File: src/rtl/assert_macros.svh
// ---------------------------------------------------------------------------
// assert_macros.svh
// Concurrent assertion helpers used by the RTL. Define NO_ASSERTIONS to
// compile them out.
// ---------------------------------------------------------------------------
`ifndef ASSERT_MACROS_SVH
`define ASSERT_MACROS_SVH

`ifndef NO_ASSERTIONS

// Condition holds at every clock edge outside reset
`define ASSERT_ALWAYS(label, clk, rst, cond) \
  label: assert property (@(posedge clk) disable iff (rst) (cond)) \
    else $error("assertion failed: always");

// Antecedent implies consequent in the same cycle
`define ASSERT_IMPLIES(label, clk, rst, ante, cons) \
  label: assert property (@(posedge clk) disable iff (rst) (ante) |-> (cons)) \
    else $error("assertion failed: implication");

// Antecedent implies consequent in the next cycle
`define ASSERT_NEXT(label, clk, rst, ante, cons) \
  label: assert property (@(posedge clk) disable iff (rst) (ante) |=> (cons)) \
    else $error("assertion failed: next-cycle implication");

`else

`define ASSERT_ALWAYS(label, clk, rst, cond)
`define ASSERT_IMPLIES(label, clk, rst, ante, cons)
`define ASSERT_NEXT(label, clk, rst, ante, cons)

`endif

`endif

File: src/rtl/mct_pkg.sv
// ---------------------------------------------------------------------------
// mct_pkg
// Request codes, result kinds, field widths and stream payload layouts of
// the multi-channel compare timer.
// ---------------------------------------------------------------------------
package mct_pkg;

  // Field widths
  localparam int REQ_W       = 2;
  localparam int CHAN_W      = 2;
  localparam int DELAY_W     = 24;
  localparam int PRESCALE_W  = 12;
  localparam int MASK_W      = 4;
  localparam int COUNT_OUT_W = 24;

  // Request codes (slave tuser)
  localparam logic [REQ_W-1:0] REQ_TICK  = 2'd0;
  localparam logic [REQ_W-1:0] REQ_START = 2'd1;
  localparam logic [REQ_W-1:0] REQ_STOP  = 2'd2;

  // Result kinds (master tuser)
  localparam logic KIND_ACK    = 1'b0;
  localparam logic KIND_EXPIRY = 1'b1;

  // Input payload, first field in the highest bits
  typedef struct packed {
    logic [DELAY_W-1:0] delay_ticks;
    logic               periodic;
    logic [CHAN_W-1:0]  channel;
  } in_item_t;

  // Result payload, first field in the highest bits
  typedef struct packed {
    logic [COUNT_OUT_W-1:0] count_value;
    logic                   counter_running;
    logic [MASK_W-1:0]      active_mask;
    logic [CHAN_W-1:0]      fired_channel;
  } res_item_t;

  localparam int IN_DATA_W   = $bits(in_item_t);
  localparam int RES_DATA_W  = $bits(res_item_t);
  localparam int IN_TDATA_W  = ((IN_DATA_W + 7) / 8) * 8;
  localparam int OUT_TDATA_W = ((RES_DATA_W + 7) / 8) * 8;

endpackage

File: src/rtl/multi_channel_compare_timer.sv
// ---------------------------------------------------------------------------
// multi_channel_compare_timer
// Shared counter with compare channels started one-shot or periodic. Compare
// values and reload periods live in two synchronous memories; ticks scan
// them and emit one expiry per matching channel.
// ---------------------------------------------------------------------------
//
//  port group   direction  payload
//  s_*          in         tuser: req_type; tdata: channel, periodic,
//                          delay_ticks
//  m_*          out        tuser: result_kind; tlast: last; tdata:
//                          fired_channel, active_mask, counter_running,
//                          count_value
//  cfg_wr_*     in         tick_prescale
//
//  Start and stop pass through ST_ACK; a tick that only advances the
//  prescaler stays in ST_IDLE; a tick that advances the counter runs the
//  compare scan in ST_SCAN, then ST_FIRE_RD and ST_FIRE_EV per expiry, all
//  set by the single read port of the compare and period memories.
//  Reset is synchronous; the memories need no clearing pass.
//  A result waits in the output register while the next item is accepted;
//  a stalled master side holds the block at its next result.
// ---------------------------------------------------------------------------
module multi_channel_compare_timer #(
  parameter int CHANNELS   = 4,
  parameter int COUNT_BITS = 24
) (
  input  logic                              clk,
  input  logic                              rst,
  // slave stream
  input  logic                              s_tvalid,
  output logic                              s_tready,
  // tdata: channel[1:0], periodic[2], delay_ticks[26:3], zero pad
  input  logic [mct_pkg::IN_TDATA_W-1:0]    s_tdata,
  // tuser: req_type[1:0]
  input  logic [mct_pkg::REQ_W-1:0]         s_tuser,
  // master stream
  output logic                              m_tvalid,
  input  logic                              m_tready,
  // tdata: fired_channel[1:0], active_mask[5:2], counter_running[6],
  //        count_value[30:7], zero pad
  output logic [mct_pkg::OUT_TDATA_W-1:0]   m_tdata,
  // tuser: result_kind[0]
  output logic [0:0]                        m_tuser,
  output logic                              m_tlast,
  // configuration
  input  logic                              cfg_wr_en,
  input  logic [mct_pkg::PRESCALE_W-1:0]    cfg_wr_data
);
  import mct_pkg::*;

  `include "assert_macros.svh"

  localparam int USED_CH = (CHANNELS < MASK_W) ? CHANNELS : MASK_W;
  localparam int IDX_W   = (USED_CH > 1) ? $clog2(USED_CH) : 1;
  localparam int SCAN_W  = $clog2(USED_CH + 1);

  typedef enum logic [2:0] {
    ST_IDLE,
    ST_ACK,
    ST_SCAN,
    ST_FIRE_RD,
    ST_FIRE_EV
  } state_t;

  // Control registers
  state_t                  state;
  logic [COUNT_BITS-1:0]   count;
  logic [PRESCALE_W-1:0]   prescale_count;
  logic [PRESCALE_W-1:0]   tick_prescale;
  logic                    running;
  logic [MASK_W-1:0]       channel_active;
  logic [MASK_W-1:0]       hits;
  logic [SCAN_W-1:0]       scan_idx;
  logic                    ev_valid;
  logic [CHAN_W-1:0]       ev_ch;
  logic [CHAN_W-1:0]       ack_ch;

  // Output register
  res_item_t               out_res;
  logic                    out_kind;
  logic                    out_last;

  // Memories
  logic [COUNT_BITS-1:0]   cmp_mem [USED_CH];
  logic [COUNT_BITS-1:0]   rel_mem [USED_CH];
  logic [COUNT_BITS-1:0]   cmp_rd;
  logic [COUNT_BITS-1:0]   rel_rd;
  logic [IDX_W-1:0]        rd_addr;
  logic                    cmp_we;
  logic [IDX_W-1:0]        cmp_waddr;
  logic [COUNT_BITS-1:0]   cmp_wdata;
  logic                    rel_we;
  logic [COUNT_BITS-1:0]   rel_wdata;

  // Decode and datapath
  in_item_t                in_item;
  logic                    accept;
  logic                    ch_ok;
  logic                    start_go;
  logic                    stop_go;
  logic [IDX_W-1:0]        in_idx;
  logic [COUNT_BITS-1:0]   delay_c;
  logic [MASK_W-1:0]       in_bit;
  logic [CHAN_W-1:0]       fire_ch;
  logic [MASK_W-1:0]       fire_bit;
  logic [MASK_W-1:0]       hits_rest;
  logic                    fire_oneshot;
  logic [MASK_W-1:0]       act_after_fire;
  logic                    out_free;
  logic                    fire_go;
  logic                    out_load;
  logic                    scan_done;
  logic                    hit_now;
  logic [MASK_W-1:0]       hits_upd;

  // Decode the request and steer memory accesses
  always_comb begin
    in_item   = in_item_t'(s_tdata[IN_DATA_W-1:0]);
    accept    = s_tvalid && s_tready;
    ch_ok     = 32'(in_item.channel) < USED_CH;
    start_go  = accept && (s_tuser == REQ_START) && ch_ok;
    stop_go   = accept && (s_tuser == REQ_STOP) && ch_ok;
    in_idx    = in_item.channel[IDX_W-1:0];
    delay_c   = COUNT_BITS'(in_item.delay_ticks);
    in_bit    = MASK_W'(1) << in_item.channel;

    // lowest pending expiry first
    fire_ch = '0;
    for (int i = MASK_W - 1; i >= 0; i--) begin
      if (hits[i]) begin
        fire_ch = CHAN_W'(i);
      end
    end
    fire_bit       = MASK_W'(1) << fire_ch;
    hits_rest      = hits & ~fire_bit;
    fire_oneshot   = (rel_rd == '0);
    act_after_fire = fire_oneshot ? (channel_active & ~fire_bit) : channel_active;
    out_free       = !m_tvalid || m_tready;
    fire_go        = (state == ST_FIRE_EV) && out_free;
    out_load       = ((state == ST_ACK) && out_free) || fire_go;

    scan_done = (scan_idx == SCAN_W'(USED_CH));
    hit_now   = ev_valid && channel_active[ev_ch] && (cmp_rd == count);
    hits_upd  = hits | ({MASK_W{hit_now}} & (MASK_W'(1) << ev_ch));

    rd_addr   = (state == ST_SCAN) ? scan_idx[IDX_W-1:0] : fire_ch[IDX_W-1:0];
    cmp_we    = start_go || (fire_go && !fire_oneshot);
    cmp_waddr = start_go ? in_idx : fire_ch[IDX_W-1:0];
    cmp_wdata = start_go ? (count + delay_c) : (cmp_rd + rel_rd);
    rel_we    = start_go || stop_go;
    rel_wdata = (start_go && in_item.periodic) ? delay_c : '0;
  end

  // Compare memory: one write, one registered read
  always_ff @(posedge clk) begin
    if (cmp_we) begin
      cmp_mem[cmp_waddr] <= cmp_wdata;
    end
    cmp_rd <= cmp_mem[rd_addr];
  end

  // Reload period memory: one write, one registered read
  always_ff @(posedge clk) begin
    if (rel_we) begin
      rel_mem[in_idx] <= rel_wdata;
    end
    rel_rd <= rel_mem[rd_addr];
  end

  // Sequencer, timer state and output register
  always_ff @(posedge clk) begin
    if (rst) begin
      state          <= ST_IDLE;
      count          <= '0;
      prescale_count <= '0;
      tick_prescale  <= '0;
      running        <= 1'b0;
      channel_active <= '0;
      hits           <= '0;
      scan_idx       <= '0;
      ev_valid       <= 1'b0;
      m_tvalid       <= 1'b0;
    end else begin
      if (cfg_wr_en) begin
        tick_prescale <= cfg_wr_data;
      end

      // load a new result, or drop the one just transferred
      if (out_load) begin
        m_tvalid <= 1'b1;
      end else if (m_tvalid && m_tready) begin
        m_tvalid <= 1'b0;
      end

      case (state)
        ST_IDLE: begin
          if (accept) begin
            ack_ch <= in_item.channel;
            if (s_tuser == REQ_TICK) begin
              if (running) begin
                if (prescale_count >= tick_prescale) begin
                  prescale_count <= '0;
                  count          <= count + COUNT_BITS'(1);
                  scan_idx       <= '0;
                  ev_valid       <= 1'b0;
                  hits           <= '0;
                  state          <= ST_SCAN;
                end else begin
                  prescale_count <= prescale_count + PRESCALE_W'(1);
                end
              end
            end else if (start_go) begin
              if (channel_active == '0) begin
                prescale_count <= '0;
              end
              running        <= 1'b1;
              channel_active <= channel_active | in_bit;
              state          <= ST_ACK;
            end else if (stop_go) begin
              channel_active <= channel_active & ~in_bit;
              if ((channel_active & ~in_bit) == '0) begin
                running        <= 1'b0;
                prescale_count <= '0;
              end
              state <= ST_ACK;
            end
          end
        end

        ST_ACK: begin
          if (out_free) begin
            out_kind                <= KIND_ACK;
            out_last                <= 1'b1;
            out_res.fired_channel   <= ack_ch;
            out_res.active_mask     <= channel_active;
            out_res.counter_running <= running;
            out_res.count_value     <= COUNT_OUT_W'(count);
            state                   <= ST_IDLE;
          end
        end

        ST_SCAN: begin
          // advance the read address, evaluate the entry read last cycle
          if (!scan_done) begin
            ev_valid <= 1'b1;
            ev_ch    <= CHAN_W'(scan_idx);
            scan_idx <= scan_idx + SCAN_W'(1);
          end else begin
            ev_valid <= 1'b0;
          end
          hits <= hits_upd;
          if (scan_done && ev_valid) begin
            state <= (hits_upd != '0) ? ST_FIRE_RD : ST_IDLE;
          end
        end

        ST_FIRE_RD: begin
          state <= ST_FIRE_EV;
        end

        ST_FIRE_EV: begin
          // hold until the output register is free
          if (out_free) begin
            channel_active <= act_after_fire;
            if (act_after_fire == '0) begin
              running        <= 1'b0;
              prescale_count <= '0;
            end
            hits                    <= hits_rest;
            out_kind                <= KIND_EXPIRY;
            out_last                <= (hits_rest == '0);
            out_res.fired_channel   <= fire_ch;
            out_res.active_mask     <= act_after_fire;
            out_res.counter_running <= running && (act_after_fire != '0);
            out_res.count_value     <= COUNT_OUT_W'(count);
            state                   <= (hits_rest == '0) ? ST_IDLE : ST_FIRE_RD;
          end
        end

        default: begin
          state <= ST_IDLE;
        end
      endcase
    end
  end

  // Ports
  assign s_tready = (state == ST_IDLE);
  assign m_tdata  = OUT_TDATA_W'(out_res);
  assign m_tuser  = out_kind;
  assign m_tlast  = out_last;

  // Checks
  `ASSERT_ALWAYS(a_run_tracks_active, clk, rst, running == (channel_active != '0))
  `ASSERT_IMPLIES(a_halt_clears_prescale, clk, rst, !running, prescale_count == '0)
  `ASSERT_IMPLIES(a_fire_has_hit, clk, rst, state == ST_FIRE_RD, hits != '0)
  `ASSERT_IMPLIES(a_hits_are_active, clk, rst, state == ST_FIRE_EV, (hits & ~channel_active) == '0)
  `ASSERT_NEXT(a_ack_follows_cmd, clk, rst, start_go || stop_go, state == ST_ACK)

endmodule

File: config.mk
export PLATFORM = sky130hd
export DESIGN_NAME = multi_channel_compare_timer
export DESIGN_NICKNAME = d
export VERILOG_FILES = /design/src/rtl/mct_pkg.sv /design/src/rtl/multi_channel_compare_timer.sv
export VERILOG_INCLUDE_DIRS = /design/src /design/src/rtl
export SDC_FILE = /design/constraint.sdc
export NUM_CORES = 1
export LEC_CHECK = 0
export BUFFER_PORTS_ARGS = -buffer_cell sky130_fd_sc_hd__buf_2
export CORE_ASPECT_RATIO = 0.6
export CORE_MARGIN = 2
export CORE_UTILIZATION = 55
export CTS_CLUSTER_SIZE = 14
export DETAILED_ROUTE_END_ITERATION = 7
export MAX_ROUTING_LAYER = met4
export PLACE_DENSITY = 0.73
export SYNTH_ARGS = -nofsm -noshare
export SYNTH_HDL_FRONTEND = slang
export SYNTH_SLANG_ARGS = --single-unit
File: constraint.sdc
create_clock -name clk -period 7.6 [get_ports clk]
set_input_delay 1.52 -clock clk [delete_from_list [all_inputs] [get_ports clk]]
set_output_delay 1.52 -clock clk [all_outputs]
set_load 0.05 [all_outputs]
==> metrics.cfg <==
[outcome]
status = completed

[timing]
timing.hold.ws_ns = 0.4983
clock-skew-final_ns = 0.01320
relSlewSlack_pct = 22.24
worst_slack_ns = 3.211
setup_tns_ns = 0
hold_viol = 0
fmax_mhz = 227.9
fin_crit_ns = 4.389
rsz0062_at_grt = false
worst_slew_pin_slew_ns = 1.166
setup_viol = 0
slew_viol_final = 0
period_share_pct = 57.75

[setup_path]
cp_top_family = compound AO/OA/AOI/OAI gates
worstSetupPathType = primary input to register
cp.required_ns = 7.87
r2r-start = count[0]$_SDFFE_PP0P_
cp_max_fo = 6
r2r_slack_ns = 3.81
crit_buf_inv = 1
start_kind = primary input
crit_arrival_ns = 4.66
max_stage_delay_ns = 0.69
timing.rr.end = cmp_mem[3][16]$_DFFE_PP_
path_cells = buf_2, ha_1, fa_1, a21o_1, nand4_1, a211oi_1, o41ai_2, o21ai_0, a22o_1, a221oi_1, o21ai_0
cp-end-kind = register
crit_path_frequent_cell = o21ai_0
startpoint = s_tdata[3]
r2r_cells = 10
slowest_stage = o41ai_2

[final_layout]
seq_area_mm2 = 0.009139
area_growth_pct = 10.78
antenna_cells = 0
drive_gt1_share_pct = 10.93
layout.nets = 1638
multiInputGateArea_mm2 = 0.006581
fill_cells = 2281

[pwr]
p_per_area_mw_per_mm2 = 224.5
leakage_nw = 6.548
max-vdd-ir-drop_mv = 0.2139

[hold_path]
hold_path.class = register to register
whs_endpoint = tick_prescale[10]$_SDFFE_PP0P_
holdCritStartpoint = tick_prescale[10]$_SDFFE_PP0P_
worstHoldPathCells = 2

[logic_synthesis]
async_flop_share_pct = 0
synth_fp_nets = 1576
synth.top_cell.area_share_pct = 42.79
ys_top_cells_by_count = edfxtp_1, nand2_1, dfxtp_1
synth_area_mm2 = 0.01607
ys.flop_type = edfxtp_1
yosysTopAreaCell = edfxtp_1
ys_seq_elements = 342
synth_cell_type_count = 72
ys_seq_area_share_pct = 56.87
synth-edff-count = 229
synth.most_common_cell = edfxtp_1
synthCells = 1461
ys_top_cells_by_area = edfxtp_1, dfxtp_1, ha_1
synth.avg_cell_area_um2 = 11.00
synth_warnings = 0

[place]
pre_cts_slack_ns = 2.712
dp_hpwl_mm = 28.07
finalWeightedCongestion = 0.9899
port_buffers = 80

[route]
drtIter0Drc = 1378
firstDrtPassIters = 6
wl_mm = 40.54
wl_per_cell_um = 21.10
ant_nets = 0
vias = 11735
drc = 0
viasPerCell = 6.109

[clock_tree]
post_cts_buffers = 0
cts_sinks = 342
cts_tree = built
ctsHoldBuffers = 0
clkTransAtPathRegs_ns = 0.06
cts-root-buf = clkbuf_16
clock_latency_ns = 0.57
cts_resized = 0
numCtsBuffers = 31
clk_path_buf_depth = 3
htreeDepth = 1

[global_route]
overflow = 0
antenna_found_initial = 0
grt_usage_pct = 27.17
grt_pass1_vias = 10177
grt_max_degree = 97
grt_pass1_wl_mm = 60.84

[die]
die_height_um = 136.4
die_w_um = 224.7
die_area_mm2 = 0.03065
num_io_pins = 87
row_count = 48
core_mm2 = 0.02877
start_util_pct = 55.86

[run]
maxCapViolCount = 0

==> state kept, by name, summed over array words and instances, names as in the netlist, 2 cells and up, named ones only <==
| register | cells |
|---|---|
| hits | 4 |
| m_tdata | 31 |
| ev_ch | 2 |
| rel_rd | 24 |
| tick_prescale | 12 |
| ack_ch | 2 |
| count | 24 |
| cmp_mem | 96 |
| cmp_rd | 24 |
| rel_mem | 96 |
| prescale_count | 12 |
| scan_idx | 3 |
| state | 3 |
==> cell families (layout without fill, tap and decap cells) <==
kind of cell	Yosys count	after routing	share of synthesized area [%]
and+or+nand+nor	512	512	15.73
DFF	342	342	56.87
AOI/OAI and AO/OA	334	334	13.63
buffers and inverters	104	189	2.554
xor gates and xnor gates	71	71	3.870
adders and majority gates	64	64	5.077
muxes	33	33	2.250
other	1	1	0.02334
==> worst max path at each step <==
stage | endpoint | slack [ns] | cells after the start
after floorplan | m_tdata[0]$_DFFE_PP_ | 2.91 | 3
after global placement | cmp_mem[2][16]$_DFFE_PP_ | 2.78 | 11
after detailed placement | cmp_mem[2][16]$_DFFE_PP_ | 2.71 | 11
after CTS | cmp_mem[3][16]$_DFFE_PP_ | 3.29 | 11
after global routing | cmp_mem[1][16]$_DFFE_PP_ | 2.94 | 11
final | cmp_mem[3][16]$_DFFE_PP_ | 3.21 | 11
==> area by class of cell <==
class                           instances  share of cell area, %
Sequential cell                       342                  51.34
Multi-Input combinational cell       1015                  36.97
Clock buffer                           45                  4.766
Timing Repair Buffer                   93                  2.798
Tap cell                              375                  2.636
Inverter                               40                 0.8716
Clock inverter                         11                 0.6185
==> metrics by stage <==
step | area [um^2] | utilization [%] | std cells | total power, mW
floorplan | 16070 | - | 1461 | 2.397
global placement | 16840 | 58.55 | 1865 | 2.510
detailed placement | 16840 | 58.55 | 1865 | 2.521
CTS | 17800 | 61.88 | 1921 | 4.013
global route | 17800 | 61.88 | 1921 | 4.127
finish | 17800 | 61.88 | 1921 | 3.996
==> worst min-delay path, stage by stage (launching register included) <==
cell and delay (ns):
dfxtp_1 0.33, mux2i_1 0.06, nor2_1 0.07
==> routing by layer <==
layer / share of wire, % / track usage, % / vias up
li1: - / - / 5509
met1: 48 / 42.25 / 5591
met2: 39 / 35.55 / 573
met3: 11 / 6.743 / 62
met4: 1.8 / 5.077 / 0
met5: 0 / - / -
==> placed cells by master (no fill, tap or decap), types with 11 or more instances in the layout <==
master,n
a31oi_1,53
nand4_1,17
ha_1,62
a21oi_1,76
and2_1,50
clkbuf_1,12
xor2_1,28
edfxtp_1,229
o21ai_0,54
or4_1,12
buf_2,80
a21o_1,16
o21a_1,12
nor4_1,13
dfxtp_1,113
clkbuf_16,31
nor3_1,16
nand2b_1,15
and3_1,38
a211oi_1,59
nand3_1,19
buf_4,13
mux2i_1,17
nor2_1,101
xnor2_1,43
nor2b_1,20
mux2_1,11
inv_1,39
nand2_1,175
==> where the power goes <==
part | total (mW) | switching (mW) | internal, mW
logic | 0.392 | 0.263 | 0.129
registers | 2.10 | 0.0345 | 2.07
clock network | 1.50 | 0.664 | 0.839
total | 4.00 | 0.961 | 3.03
Power figures use the tool's default switching activity.
